File: config.mk
export PLATFORM = sky130hd
export DESIGN_NAME = chorded_key_remap_engine_core
export DESIGN_NICKNAME = d
export VERILOG_FILES = /design/src/sv/ckre_pkg.sv /design/src/sv/ckre_ctrl.sv /design/src/sv/ckre_dp.sv /design/src/sv/chorded_key_remap_engine_core.sv
export SDC_FILE = /design/constraint.sdc
export NUM_CORES = 2
export LEC_CHECK = 0
export BUFFER_PORTS_ARGS = -buffer_cell sky130_fd_sc_hd__buf_2
export CORE_ASPECT_RATIO = 0.8
export CORE_UTILIZATION = 24
export DETAILED_ROUTE_END_ITERATION = 16
export SYNTH_ARGS = -nofsm -noshare
export SYNTH_HDL_FRONTEND = slang
export SYNTH_SLANG_ARGS = --single-unit
File: constraint.sdc
create_clock -name i_clk -period 7 [get_ports i_clk]
set_input_delay 1.05 -clock i_clk [delete_from_list [all_inputs] [get_ports i_clk]]
set_output_delay 1.05 -clock i_clk [all_outputs]
set_load 0.005 [all_outputs]
File: src/sv/ckre_pkg.sv
package ckre_pkg;

    localparam int CODE_W = 10;

    // default sizes
    localparam int TABLE_DEPTH_DEF    = 32;
    localparam int HELD_DEPTH_DEF     = 10;
    localparam int MODS_PER_ENTRY_DEF = 4;
    localparam int MODS_MAX           = 4;

    // result kinds
    localparam logic [1:0] KIND_KEY  = 2'd0;
    localparam logic [1:0] KIND_SYNC = 2'd1;
    localparam logic [1:0] KIND_LOAD = 2'd2;

    // key values
    localparam logic [1:0] VAL_RELEASE = 2'd0;
    localparam logic [1:0] VAL_PRESS   = 2'd1;
    localparam logic [1:0] VAL_REPEAT  = 2'd2;
    localparam logic [1:0] VAL_INVALID = 2'd3;

    // key codes
    localparam logic [CODE_W-1:0] CODE_LCTRL  = 10'd29;
    localparam logic [CODE_W-1:0] CODE_LSHIFT = 10'd42;
    localparam logic [CODE_W-1:0] CODE_RSHIFT = 10'd54;
    localparam logic [CODE_W-1:0] CODE_LALT   = 10'd56;
    localparam logic [CODE_W-1:0] CODE_RCTRL  = 10'd97;
    localparam logic [CODE_W-1:0] CODE_RALT   = 10'd100;
    localparam logic [CODE_W-1:0] CODE_LMETA  = 10'd125;
    localparam logic [CODE_W-1:0] CODE_RMETA  = 10'd126;
    localparam logic [CODE_W-1:0] CODE_FN     = 10'd464;
    localparam logic [CODE_W-1:0] CODE_ASSIST = 10'd583;
    localparam logic [CODE_W-1:0] SYN_REPORT  = 10'd0;

    typedef logic [CODE_W-1:0] t_code;

    typedef struct packed {
        logic       func;
        t_code      key_code;
        logic [1:0] key_value;
        t_code      entry_original;
        t_code      entry_remap;
        logic [2:0] entry_mod_count;
        t_code      entry_mod_first;
        t_code      entry_mod_second;
        t_code      entry_mod_third;
        t_code      entry_mod_fourth;
        logic       entry_preserve;
    } t_in;

    typedef struct packed {
        logic [1:0] out_kind;
        t_code      out_code;
        logic [1:0] out_value;
        logic       load_ok;
        logic       last;
    } t_out;

    // controller commands
    typedef struct packed {
        logic scan_clr;
        logic scan;
        logic rel;
        logic key;
        logic sync;
        logic load;
    } t_cmd;

    // datapath status
    typedef struct packed {
        logic is_load;
        logic invalid;
        logic scan_done;
        logic rel_pend;
        logic rel_last;
    } t_sts;

    function automatic logic is_mod(input t_code k);
        return k == CODE_LCTRL || k == CODE_LALT || k == CODE_LSHIFT ||
               k == CODE_LMETA || k == CODE_RCTRL || k == CODE_RALT ||
               k == CODE_RSHIFT || k == CODE_RMETA || k == CODE_FN ||
               k == CODE_ASSIST;
    endfunction

endpackage

File: src/sv/ckre_ctrl.sv
module ckre_ctrl (
    input  logic          i_clk,
    input  logic          i_rst_n,
    input  logic          i_accept,
    input  ckre_pkg::t_sts i_sts,
    output ckre_pkg::t_cmd o_cmd,
    output logic          o_busy
);
    import ckre_pkg::*;

    typedef enum logic [2:0] {
        S_IDLE, S_DECODE, S_LOAD, S_SCAN, S_REL, S_KEY, S_SYNC
    } t_state;

    t_state r_state, n_state;
    logic   r_busy, n_busy;

    // next state
    always_comb begin
        n_state = r_state;
        n_busy  = r_busy;
        case (r_state)
            S_IDLE: begin
                if (i_accept) begin
                    n_state = S_DECODE;
                    n_busy  = 1'b1;
                end
            end
            S_DECODE: begin
                if (i_sts.is_load) n_state = S_LOAD;
                else if (i_sts.invalid) n_state = S_SYNC;
                else n_state = S_SCAN;
            end
            S_LOAD: begin
                n_state = S_IDLE;
                n_busy  = 1'b0;
            end
            S_SCAN: begin
                if (i_sts.scan_done) n_state = i_sts.rel_pend ? S_REL : S_KEY;
            end
            S_REL: begin
                if (i_sts.rel_last) n_state = S_KEY;
            end
            S_KEY: n_state = S_SYNC;
            S_SYNC: begin
                n_state = S_IDLE;
                n_busy  = 1'b0;
            end
            default: begin
                n_state = S_IDLE;
                n_busy  = 1'b0;
            end
        endcase
    end

    // state and busy flag
    always_ff @(posedge i_clk) begin
        if (!i_rst_n) begin
            r_state <= S_IDLE;
            r_busy  <= 1'b0;
        end else begin
            r_state <= n_state;
            r_busy  <= n_busy;
        end
    end

    // commands decoded from state
    always_comb begin
        o_cmd          = '0;
        o_cmd.scan_clr = (r_state == S_DECODE);
        o_cmd.scan     = (r_state == S_SCAN);
        o_cmd.rel      = (r_state == S_REL);
        o_cmd.key      = (r_state == S_KEY);
        o_cmd.sync     = (r_state == S_SYNC);
        o_cmd.load     = (r_state == S_LOAD);
    end

    assign o_busy = r_busy;

endmodule

File: src/sv/ckre_dp.sv
module ckre_dp #(
    parameter int TABLE_DEPTH    = ckre_pkg::TABLE_DEPTH_DEF,
    parameter int HELD_DEPTH     = ckre_pkg::HELD_DEPTH_DEF,
    parameter int MODS_PER_ENTRY = ckre_pkg::MODS_PER_ENTRY_DEF
) (
    input  logic           i_clk,
    input  logic           i_rst_n,
    input  logic           i_accept,
    input  ckre_pkg::t_in  i_item,
    input  ckre_pkg::t_cmd i_cmd,
    output ckre_pkg::t_sts o_sts,
    output logic           o_strobe,
    output ckre_pkg::t_out o_result
);
    import ckre_pkg::*;

    localparam int ECW   = $clog2(TABLE_DEPTH + 1);
    localparam int IW    = $clog2(TABLE_DEPTH);
    localparam int HCW   = $clog2(HELD_DEPTH + 1);
    localparam int HIW   = (HELD_DEPTH > 1) ? $clog2(HELD_DEPTH) : 1;
    localparam int MW    = (MODS_PER_ENTRY > 1) ? $clog2(MODS_PER_ENTRY) : 1;
    localparam int WORD_W = 24 + MODS_PER_ENTRY * CODE_W;

    // entry table memory: {mods, preserve, count, remap, original}
    logic [WORD_W-1:0] mem [TABLE_DEPTH];

    t_in              r_in;
    logic [ECW-1:0]   r_ecnt;
    logic [TABLE_DEPTH-1:0] r_marks;
    t_code            r_held [HELD_DEPTH];
    logic [HCW-1:0]   r_hcnt;

    // scan pipeline
    logic [ECW-1:0]   r_idx;
    logic             r_rd_vld;
    logic [IW-1:0]    r_rd_idx;
    logic [WORD_W-1:0] r_rd_data;

    // scan results
    logic             r_ex_found;
    logic [IW-1:0]    r_ex_idx;
    t_code            r_ex_remap;
    logic [2:0]       r_ex_nm;
    logic             r_ex_pres;
    t_code            r_ex_mods [MODS_PER_ENTRY];
    logic             r_mk_found;
    logic [IW-1:0]    r_mk_idx;
    t_code            r_mk_remap;
    logic [MW-1:0]    r_m;

    logic             r_strobe;
    t_out             r_out;
    t_out             n_out;

    // capture item
    always_ff @(posedge i_clk) begin
        if (i_accept) r_in <= i_item;
    end

    // append word build
    logic [2:0]  ld_cnt;
    t_code       in_mods [MODS_MAX];
    logic [MODS_PER_ENTRY*CODE_W-1:0] ld_mods;
    logic        tbl_full;

    always_comb begin
        in_mods[0] = r_in.entry_mod_first;
        in_mods[1] = r_in.entry_mod_second;
        in_mods[2] = r_in.entry_mod_third;
        in_mods[3] = r_in.entry_mod_fourth;
        ld_cnt = (r_in.entry_mod_count > 3'(MODS_PER_ENTRY)) ? 3'(MODS_PER_ENTRY)
                                                            : r_in.entry_mod_count;
        for (int m = 0; m < MODS_PER_ENTRY; m++) begin
            ld_mods[m*CODE_W +: CODE_W] = (3'(m) < ld_cnt) ? in_mods[m] : '0;
        end
        tbl_full = (r_ecnt >= ECW'(TABLE_DEPTH));
    end

    // table write and registered read
    always_ff @(posedge i_clk) begin
        if (i_cmd.load && !tbl_full) begin
            mem[r_ecnt[IW-1:0]] <= {ld_mods, r_in.entry_preserve, ld_cnt,
                                    r_in.entry_remap, r_in.entry_original};
        end
        r_rd_data <= mem[r_idx[IW-1:0]];
    end

    // entry decode and compare
    t_code      c_orig, c_remap;
    logic [2:0] c_nm;
    logic       c_pres, c_exact, c_marked;
    t_code      c_mods [MODS_PER_ENTRY];

    always_comb begin
        c_orig  = r_rd_data[CODE_W-1:0];
        c_remap = r_rd_data[2*CODE_W-1:CODE_W];
        c_nm    = r_rd_data[22:20];
        c_pres  = r_rd_data[23];
        c_exact = (c_orig == r_in.key_code) && (8'(c_nm) == 8'(r_hcnt));
        for (int m = 0; m < MODS_PER_ENTRY; m++) begin
            c_mods[m] = r_rd_data[24 + m*CODE_W +: CODE_W];
            if (m < HELD_DEPTH) begin
                if (3'(m) < c_nm && c_mods[m] != r_held[m]) c_exact = 1'b0;
            end
        end
        c_marked = (c_orig == r_in.key_code) && r_marks[r_rd_idx];
    end

    // table scan
    always_ff @(posedge i_clk) begin
        if (i_cmd.scan_clr) begin
            r_idx      <= '0;
            r_rd_vld   <= 1'b0;
            r_ex_found <= 1'b0;
            r_mk_found <= 1'b0;
            r_m        <= '0;
        end else if (i_cmd.scan) begin
            r_rd_vld <= (r_idx < r_ecnt);
            r_rd_idx <= r_idx[IW-1:0];
            if (r_idx < r_ecnt) r_idx <= r_idx + 1'b1;
            if (r_rd_vld && c_exact && !r_ex_found) begin
                r_ex_found <= 1'b1;
                r_ex_idx   <= r_rd_idx;
                r_ex_remap <= c_remap;
                r_ex_nm    <= c_nm;
                r_ex_pres  <= c_pres;
                r_ex_mods  <= c_mods;
            end
            if (r_rd_vld && c_marked && !r_mk_found) begin
                r_mk_found <= 1'b1;
                r_mk_idx   <= r_rd_idx;
                r_mk_remap <= c_remap;
            end
        end else if (i_cmd.rel) begin
            r_m <= r_m + 1'b1;
        end
    end

    // status to controller
    always_comb begin
        o_sts           = '0;
        o_sts.is_load   = r_in.func;
        o_sts.invalid   = (r_in.key_value == VAL_INVALID);
        o_sts.scan_done = !r_rd_vld && (r_idx >= r_ecnt);
        o_sts.rel_pend  = r_ex_found && !r_ex_pres && (r_ex_nm != 3'd0);
        o_sts.rel_last  = (3'(r_m) == r_ex_nm - 3'd1);
    end

    // key decisions
    logic  use_mk;
    t_code sent;
    always_comb begin
        use_mk = !r_ex_found && (r_in.key_value != VAL_PRESS) && r_mk_found;
        sent   = r_ex_found ? r_ex_remap : (use_mk ? r_mk_remap : r_in.key_code);
    end

    // repeat marks and entry count
    always_ff @(posedge i_clk) begin
        if (!i_rst_n) begin
            r_marks <= '0;
            r_ecnt  <= '0;
        end else begin
            if (i_cmd.load && !tbl_full) begin
                r_marks[r_ecnt[IW-1:0]] <= 1'b0;
                r_ecnt <= r_ecnt + 1'b1;
            end
            if (i_cmd.key) begin
                if (r_ex_found && r_in.key_value == VAL_REPEAT)
                    r_marks[r_ex_idx] <= 1'b1;
                else if (use_mk && r_in.key_value == VAL_RELEASE)
                    r_marks[r_mk_idx] <= 1'b0;
            end
        end
    end

    // held modifier list update
    logic  h_hit, h_seen;
    t_code n_held [HELD_DEPTH];
    always_comb begin
        h_seen = 1'b0;
        for (int j = 0; j < HELD_DEPTH; j++) begin
            h_seen = h_seen || ((r_held[j] == r_in.key_code) && (HCW'(j) < r_hcnt));
            if (h_seen) n_held[j] = (j + 1 < HELD_DEPTH) ? r_held[(j + 1) % HELD_DEPTH] : '0;
            else n_held[j] = r_held[j];
        end
        h_hit = h_seen;
    end

    always_ff @(posedge i_clk) begin
        if (!i_rst_n) begin
            r_hcnt <= '0;
            for (int j = 0; j < HELD_DEPTH; j++) r_held[j] <= '0;
        end else if (i_cmd.key && is_mod(r_in.key_code)) begin
            if (r_in.key_value == VAL_RELEASE && h_hit) begin
                r_held <= n_held;
                r_hcnt <= r_hcnt - 1'b1;
            end else if (r_in.key_value == VAL_PRESS && r_hcnt < HCW'(HELD_DEPTH)) begin
                r_held[r_hcnt[HIW-1:0]] <= r_in.key_code;
                r_hcnt <= r_hcnt + 1'b1;
            end
        end
    end

    // next result word
    always_comb begin
        n_out = '0;
        if (i_cmd.load) begin
            n_out.out_kind = KIND_LOAD;
            n_out.load_ok  = !tbl_full;
            n_out.last     = 1'b1;
        end else if (i_cmd.rel) begin
            n_out.out_kind  = KIND_KEY;
            n_out.out_code  = r_ex_mods[r_m];
            n_out.out_value = VAL_RELEASE;
        end else if (i_cmd.key) begin
            n_out.out_kind  = KIND_KEY;
            n_out.out_code  = sent;
            n_out.out_value = r_in.key_value;
        end else if (i_cmd.sync) begin
            n_out.out_kind = KIND_SYNC;
            n_out.out_code = SYN_REPORT;
            n_out.last     = 1'b1;
        end
    end

    // result word register
    always_ff @(posedge i_clk) begin
        if (!i_rst_n) begin
            r_strobe <= 1'b0;
        end else begin
            r_strobe <= i_cmd.load || i_cmd.rel || i_cmd.key || i_cmd.sync;
        end
        r_out <= n_out;
    end

    assign o_strobe = r_strobe;
    assign o_result = r_out;

endmodule

File: src/sv/chorded_key_remap_engine_core.sv
// Chorded key remap engine.
// Input: an item is taken when start is high and busy is low. func 0 is a key
// event, func 1 appends an entry to the remap table.
// Output: each result word appears for one cycle with o_strobe high; last
// marks the final word of an item. The receiver cannot hold results off.
// Sequence: an append gives only its status word, and an invalid value gives
// only the sync word. A key event walks the table one entry a cycle through
// the registered memory read, then sends any modifier releases, the key word
// and the sync word.
// busy drops as the last word appears, so the next item can be taken at the
// edge that takes that word.
// Reset: clears the entry count, repeat marks and held modifier list; table
// contents are undefined until written.
module chorded_key_remap_engine_core #(
    parameter int TABLE_DEPTH    = ckre_pkg::TABLE_DEPTH_DEF,
    parameter int HELD_DEPTH     = ckre_pkg::HELD_DEPTH_DEF,
    parameter int MODS_PER_ENTRY = ckre_pkg::MODS_PER_ENTRY_DEF
) (
    input  logic           i_clk,
    input  logic           i_rst_n,
    input  logic           start,
    output logic           busy,
    input  ckre_pkg::t_in  i_item,
    output logic           o_strobe,
    output ckre_pkg::t_out o_result
);
    import ckre_pkg::*;

    t_cmd cmd;
    t_sts sts;
    logic accept;

    assign accept = start && !busy;

    // sequencer
    ckre_ctrl u_ctrl (
        .i_clk    (i_clk),
        .i_rst_n  (i_rst_n),
        .i_accept (accept),
        .i_sts    (sts),
        .o_cmd    (cmd),
        .o_busy   (busy)
    );

    // table, held list and result datapath
    ckre_dp #(
        .TABLE_DEPTH    (TABLE_DEPTH),
        .HELD_DEPTH     (HELD_DEPTH),
        .MODS_PER_ENTRY (MODS_PER_ENTRY)
    ) u_dp (
        .i_clk    (i_clk),
        .i_rst_n  (i_rst_n),
        .i_accept (accept),
        .i_item   (i_item),
        .i_cmd    (cmd),
        .o_sts    (sts),
        .o_strobe (o_strobe),
        .o_result (o_result)
    );

endmodule

# Yosys cells after proc, flatten, opt, wreduce, memory -nomap -nowiden
# Memories as Yosys holds them, arrays and structs flattened. A register that Yosys moved wholly into a read port is not among the register bits.
# Index checks and enable logic that the tools add are counted.
# op_classes
add_sub_neg,6
n_lt_le_gt_ge,33
eq_ne,50
muxes,62
bitwise_logic,11
reduce_logical,90
# ops
cell,n
$mux W100,2
$mux W10,19
$mux W32,5
$eq A10 B10 Y1,11
$bwmux W100,1
$and A32 B32 Y32,2
$not A32 Y32,2
$demux W10 S4,1
$eq A10 B7 Y1 const B,4
$ne A10 B10 Y1,4
$reduce_and A3 Y1,13
$logic_and A1 B1 Y1,36
$or A32 B32 Y32,1
$eq A10 B6 Y1 const B,3
$lt A5 B6 Y1 const B,4
$ne A2 B1 Y1 const B,12
$mux W11,2
$logic_or A1 B1 Y1,21
$bmux W10 S2,1
$mux W3,6
$lt A3 B4 Y1 const A,4
$demux W1 S5,3
$ge A5 B1 Y1 const B,3
$mux W1,15
46 further kinds,77
# word_totals
ff_bits,330
ram_bits,2048
inputBits,80
output_inout_bits,18
elab_cells,302
mem_count,1
# memory_table
memory,words,width,rd,rd_clocked_by_memory_dff,write_ports,line_no,source
u_dp.mem,32,64,1,1,1,ckre_dp.sv:25,logic [WORD_W-1:0] mem [TABLE_DEPTH];

# Depth between registers and ports, before layout
# depth
word_depth,14
ltp_mapped,14
depth_no_buf,10

# Cells and area by module
# Synthesis repeated with hierarchy kept, for this count alone.
# hier_totals
cells_unflattened,4511
area_unflattened_um2,94389.3
# by_module_without_submodules
mod,n_inst,cells_per_inst,area_per_inst_um2,seq_area_each_um2
ckre_dp,1,4480,94130.3,70868.0
ckre_ctrl,1,30,245.2,80.1
chorded_key_remap_engine_core,1,1,13.8,0.0

# Worst setup path before layout
# No wires, ideal clock.
# synth_path
path_kind,flip-flop to flip-flop
from,register u_dp.r_held[95] (netlist name)
to,register u_dp.r_ex_idx[0] (enable)
setup_ps,574
arrival_ps,6478
t_required_ps,6426
path_slack_ps,-52
stages_incl_launch_ff,7
n_path_buf,0
period_less_slack_ps,7052
path_cell_list,dfxtp_1 -> xor2_1 -> nor4_1 -> nand4_1 -> or4_1 -> or4_1 -> a221oi_1
# synth_between
elab_chain_len,9
# synth_lines
element,line_no,source
from (decl),ckre_dp.sv:30,t_code r_held [HELD_DEPTH];
from (signal assigned),ckre_dp.sv:195,r_held <= n_held;
"from (signal, indexed assignment)",ckre_dp.sv:198,r_held[r_hcnt[HIW-1:0]] <= r_in.key_code;
$ne A10 B10 Y1,ckre_dp.sv:103,if (3'(m) < c_nm && c_mods[m] != r_held[m]) c_exact = 1'b0;
$logic_and A1 B1 Y1,ckre_dp.sv:103,
$mux W1 (4 in series),ckre_dp.sv:103,
$logic_and A1 B1 Y1 (2 in series),ckre_dp.sv:121,if (r_rd_vld && c_exact && !r_ex_found) begin
$reduce_and A3 Y1 (no source line),-,
to (signal assigned),ckre_dp.sv:123,r_ex_idx <= r_rd_idx;
to (decl),ckre_dp.sv:41,logic [IW-1:0] r_ex_idx;
# No other way between the ends.
# A chain may end at the register's enable or synchronous reset.

# Worst setup path after layout
# layout_path
from,register u_dp.r_in[68] (netlist name)
to,register u_dp.r_held[29] (netlist name)
# layout_between
elab_chain_len,14
elab_cells_between_ends,54
classes_between,eq/ne (21); mux (1); reduce/logical (32)
# layout_lines
element,line_no,source
from (decl),ckre_dp.sv:27,t_in r_in;
from (signal assigned),ckre_dp.sv:57,if (i_accept) r_in <= i_item;
$eq A10 B10 Y1,ckre_dp.sv:182,h_seen = h_seen || ((r_held[j] == r_in.key_code) && (HCW'(j) < r_hcnt));
$logic_and A1 B1 Y1,ckre_dp.sv:182,
$logic_or A1 B1 Y1 (9 in series),ckre_dp.sv:182,
$logic_and A1 B1 Y1,ckre_dp.sv:194,if (r_in.key_value == VAL_RELEASE && h_hit) begin
$ne A2 B1 Y1 (no source line) / $reduce_bool A2 Y1 (equally long branches),-,
$reduce_and A3 Y1 (no source line),-,
# Several ways; a longest one is shown, not always the timed one.

==> results.py <==
metrics = {
    "clock_tree": {
        "clk_pin_slew_ns": 0.06,
        "cts_setup_buffers": 0,
        "ctsHoldBuffers": 0,
        "cts_resized": 0,
        "worst_skew_pair.late_latency_ns": 0.93,
        "cts_max_path_buffers": 4,
        "cts.sinks": 2442,
        "root_buffer": "clkbuf_16",
        "cts_tree": "yes",
        "htreeDepth": 4,
        "cts_made_buffers": 243,
    },
    "flow_run": {
        "cap_viol_max_count": 0,
    },
    "sta": {
        "relSlewSlack_pct": 8.536,
        "timing.final.crit_period_ns": 4.375,
        "fin_crit_sh_pct": 62.50,
        "rsz0062_at_grt": "false",
        "finalSetupViolCount": 0,
        "hold_slack_ns": 0.2948,
        "clock_skew_ns": 0.1242,
        "fmax_ghz": 0.2286,
        "fin_tns_setup_ns": 0,
        "report.final.slew_viol_count": 0,
        "hold_viol_final": 0,
        "tightest_slew_ns": 1.361,
    },
    "global_routing": {
        "grt_use_met1_pct": 18.42,
        "grt_util_met2_pct": 18.45,
        "busiest_layer": "met2",
        "grtUsageMet3_pct": 2.614,
        "grt_pass1_vias": 47140,
        "grtUsageTotal_pct": 12.29,
        "antenna_found_initial": 43,
        "overflow": 0,
        "grt_max_degree": 125,
        "grt_pass1_wl_um": 357900,
    },
    "synthesis": {
        "ys_ff_latch": 2442,
        "synth_nets": 4675,
        "synth_cell_type_count": 77,
        "synthCells": 4578,
        "synth_enable_flop_cells": 2204,
        "syn_area_um2": 94780,
        "syn_avg_cell_area_um2": 20.70,
        "synthArstFlopShare_pct": 0,
        "ys_seq_area_share_pct": 74.86,
        "synth_ff_type": "edfxtp_1",
        "yosys_warnings": 0,
    },
    "drt": {
        "drt-initial-drc-count": 6362,
        "via_per_inst": 4.650,
        "drc": 0,
        "wl_per_cell_um": 24.74,
        "num_vias": 47270,
        "totalWireLength_um": 251500,
        "drtPass1Iterations": 6,
        "final_antenna_net_count": 0,
    },
    "worst_setup_path": {
        "worstReg2RegEnd": "u_dp.r_held[29]",
        "crit_slowest_cell": "nand2_1",
        "path_delay_family": "simple AND/OR/NAND/NOR gates",
        "reg2reg_slack_ns": 2.62,
        "worstSetupEndpointType": "flop",
        "reg2reg_depth": 9,
        "path_common_cell": "nand2_1",
        "worstSetupPathType": "flop to flop",
        "arrival_ns": 5.15,
        "cp_max_fo": 29,
        "critPathMaxStageDelay_ns": 0.95,
        "startpoint_type": "flop",
        "critical_path_buf_inv_count": 1,
        "crit_required_ns": 7.77,
        "r2r-start": "u_dp.r_in[68]",
        "worstPathCellList": "buf_4 -> xor2_1 -> nor4_1 -> nand3_1 -> nand4_1 -> or4_1 -> nand2_1 -> nand2_1 -> a311oi_1",
    },
    "placement": {
        "finalWeightedCongestion": 0.8303,
        "io_buffers": 97,
        "dpl.hpwl_um": 143300,
        "numPlacedInstances": 9712,
    },
    "min_path": {
        "hold_class": "input port to flop",
        "hold_path_depth": 1,
        "hp-start": "i_item[4]",
        "min_to": "u_dp.in_mods[3]",
    },
    "floorplanning": {
        "start_util_pct": 24.10,
        "dieArea_um2": 397400,
        "die_h_um": 564.1,
        "core_area_um2": 393300,
        "num_rows": 206,
        "die_x_um": 704.6,
        "pin_count": 98,
    },
    "pwr": {
        "power_leakage_nw": 32.72,
        "irDropWorstVdd_mv": 0.2265,
        "powerDensity_nw_per_um2": 289.0,
    },
    "final_layout": {
        "syn_to_final_growth_pct": 15.84,
        "stdcell_count": 10170,
        "fin_nets": 4855,
        "drive_gt1_share_pct": 27.49,
    },
    "outcome": {
        "status": "complete, no violations",
    },
}
[stage by stage]
stage | instance area [µm²] | setup slack (ns) | util (%) | total power, mW
after floorplan | 94780 | 1.902 | - | 18.36
after global placement | 102100 | 2.718 | 25.97 | 19.36
after detailed placement | 102100 | 2.669 | 25.97 | 19.43
after CTS | 109700 | 2.641 | 27.90 | 32.00
after global routing | 109800 | 2.384 | 27.91 | 32.70
final | 109800 | 2.625 | 27.91 | 31.73
[cell usage after synthesis (all sizes together) (25+ instances only)]
library cell	instances	area share (%)
edfxtp	2204	70
mux4	660	16
dfxtp	238	5.0
nand2	184	0.73
clkbuf	178	0.70
o21ai	141	0.74
a21oi	103	0.56
xor2	101	0.93
nor2	86	0.36
buf	83	0.46
mux2	65	0.77
xnor2	65	0.60
a31oi	57	0.38
nand3	50	0.26
nor2b	45	0.30
mux2i	36	0.38
inv	26	0.10
nand4	26	0.17
nor4	25	0.18
[registers in the layout (all words and copies together), names as in the netlist, 2 cells and up]
| register | flops |
|---|---|
| u_dp.mem | 2048 |
| u_dp.r_held | 100 |
| u_dp.r_rd_data | 64 |
| u_dp.in_mods | 40 |
| u_dp.r_ex_mods | 40 |
| u_dp.r_in | 36 |
| u_dp.r_marks | 32 |
| u_dp.o_result | 16 |
| u_dp.r_ex_remap | 10 |
| u_dp.r_mk_remap | 10 |
| u_dp.r_ecnt | 6 |
| u_dp.r_idx | 6 |
| u_dp.r_ex_idx | 5 |
| u_dp.r_mk_idx | 5 |
| u_dp.r_rd_idx | 5 |
| u_dp.r_hcnt | 4 |
| u_ctrl.r_state | 3 |
| u_dp.r_ex_nm | 3 |
| u_dp.r_m | 2 |
[report_power, final]
group	total, mW	leakage (nW)	internal, mW	switching [mW]
Clock	12.6	3.72	7.15	5.48
Combinational	2.13	7.07	0.756	1.37
Sequential	17.0	21.9	16.6	0.409
Total	31.7	32.7	24.5	7.26
[routing by layer]
metal | wire length (µm) | vias up
met3 | 22840 | 324
met4 | 4416 | 12
met1 | 112600 | 25390
li1 | - | 19320
met5 | 78 | -
met2 | 111500 | 2231
[worst register-to-register path, cell delays in order (launching register included)]
cell and delay, ns:
edfxtp_1 0.81, buf_4 0.41, xor2_1 0.25, nor4_1 0.08
nand3_1 0.10, nand4_1 0.27, or4_1 0.66, nand2_1 0.96
nand2_1 0.42, a311oi_1 0.34
[cells in the final DEF (no fill, tap or decap), types with 18 or more instances in the layout]
| cell type | Yosys | routed |
|---|---|---|
| a21oi_1 | 100 | 99 |
| a311oi_1 | 18 | 18 |
| a31oi_1 | 57 | 57 |
| buf_12 | 0 | 29 |
| buf_2 | 14 | 97 |
| buf_4 | 14 | 70 |
| bufinv_16 | 0 | 20 |
| clkbuf_1 | 178 | 39 |
| clkbuf_16 | 0 | 245 |
| clkinv_1 | 1 | 66 |
| clkinv_2 | 0 | 46 |
| dfxtp_1 | 238 | 233 |
| edfxtp_1 | 2204 | 2204 |
| inv_1 | 26 | 25 |
| mux2_2 | 65 | 65 |
| mux2i_1 | 36 | 36 |
| mux4_2 | 660 | 660 |
| nand2_1 | 183 | 183 |
| nand3_1 | 50 | 50 |
| nand4_1 | 26 | 26 |
| nor2_1 | 83 | 51 |
| nor2_4 | 2 | 33 |
| nor2b_2 | 0 | 30 |
| nor4_1 | 24 | 24 |
| o21ai_0 | 140 | 139 |
| xnor2_1 | 65 | 65 |
| xor2_1 | 101 | 101 |
[cell families after synthesis]
logic type	count (synthesis)	synth area share, %
AND/OR/NAND/NOR	499	2.623
adder cells (fa/ha/maj)	17	0.2244
buffers and inverters	288	1.270
AO/OA/AOI/OAI	405	2.656
multiplexers	761	16.84
XOR/XNOR	166	1.534
flip-flops	2442	74.86
[final cells by class]
type / count / area [µm²]
clock buffer: 288 / 6332
tap: 5200 / 6506
fill: 38510 / 283500
multi-input combinational: 1848 / 23000
timing repair buffer: 196 / 1592
inverter: 27 / 106.4
clock inverter: 153 / 1260
antenna: 11 / 27.53
sequential: 2442 / 70970
[how the worst max path moves through the flow]
stage / startpoint / depth (start not counted) / endpoint
final: u_dp.r_in[68] / 9 / u_dp.r_held[29]
after global routing: u_dp.r_in[68] / 9 / u_dp.r_held[27]
after global placement: u_dp.r_held[97] / 7 / u_dp.r_ex_mods[36]
after floorplan: u_dp.r_held[95] / 6 / u_dp.r_ex_idx[0]
after CTS: u_dp.r_held[97] / 7 / u_dp.r_ex_mods[17]
after detailed placement: u_dp.r_held[97] / 7 / u_dp.r_ex_mods[17]
Note: power is estimated with default switching activity, not from simulation.
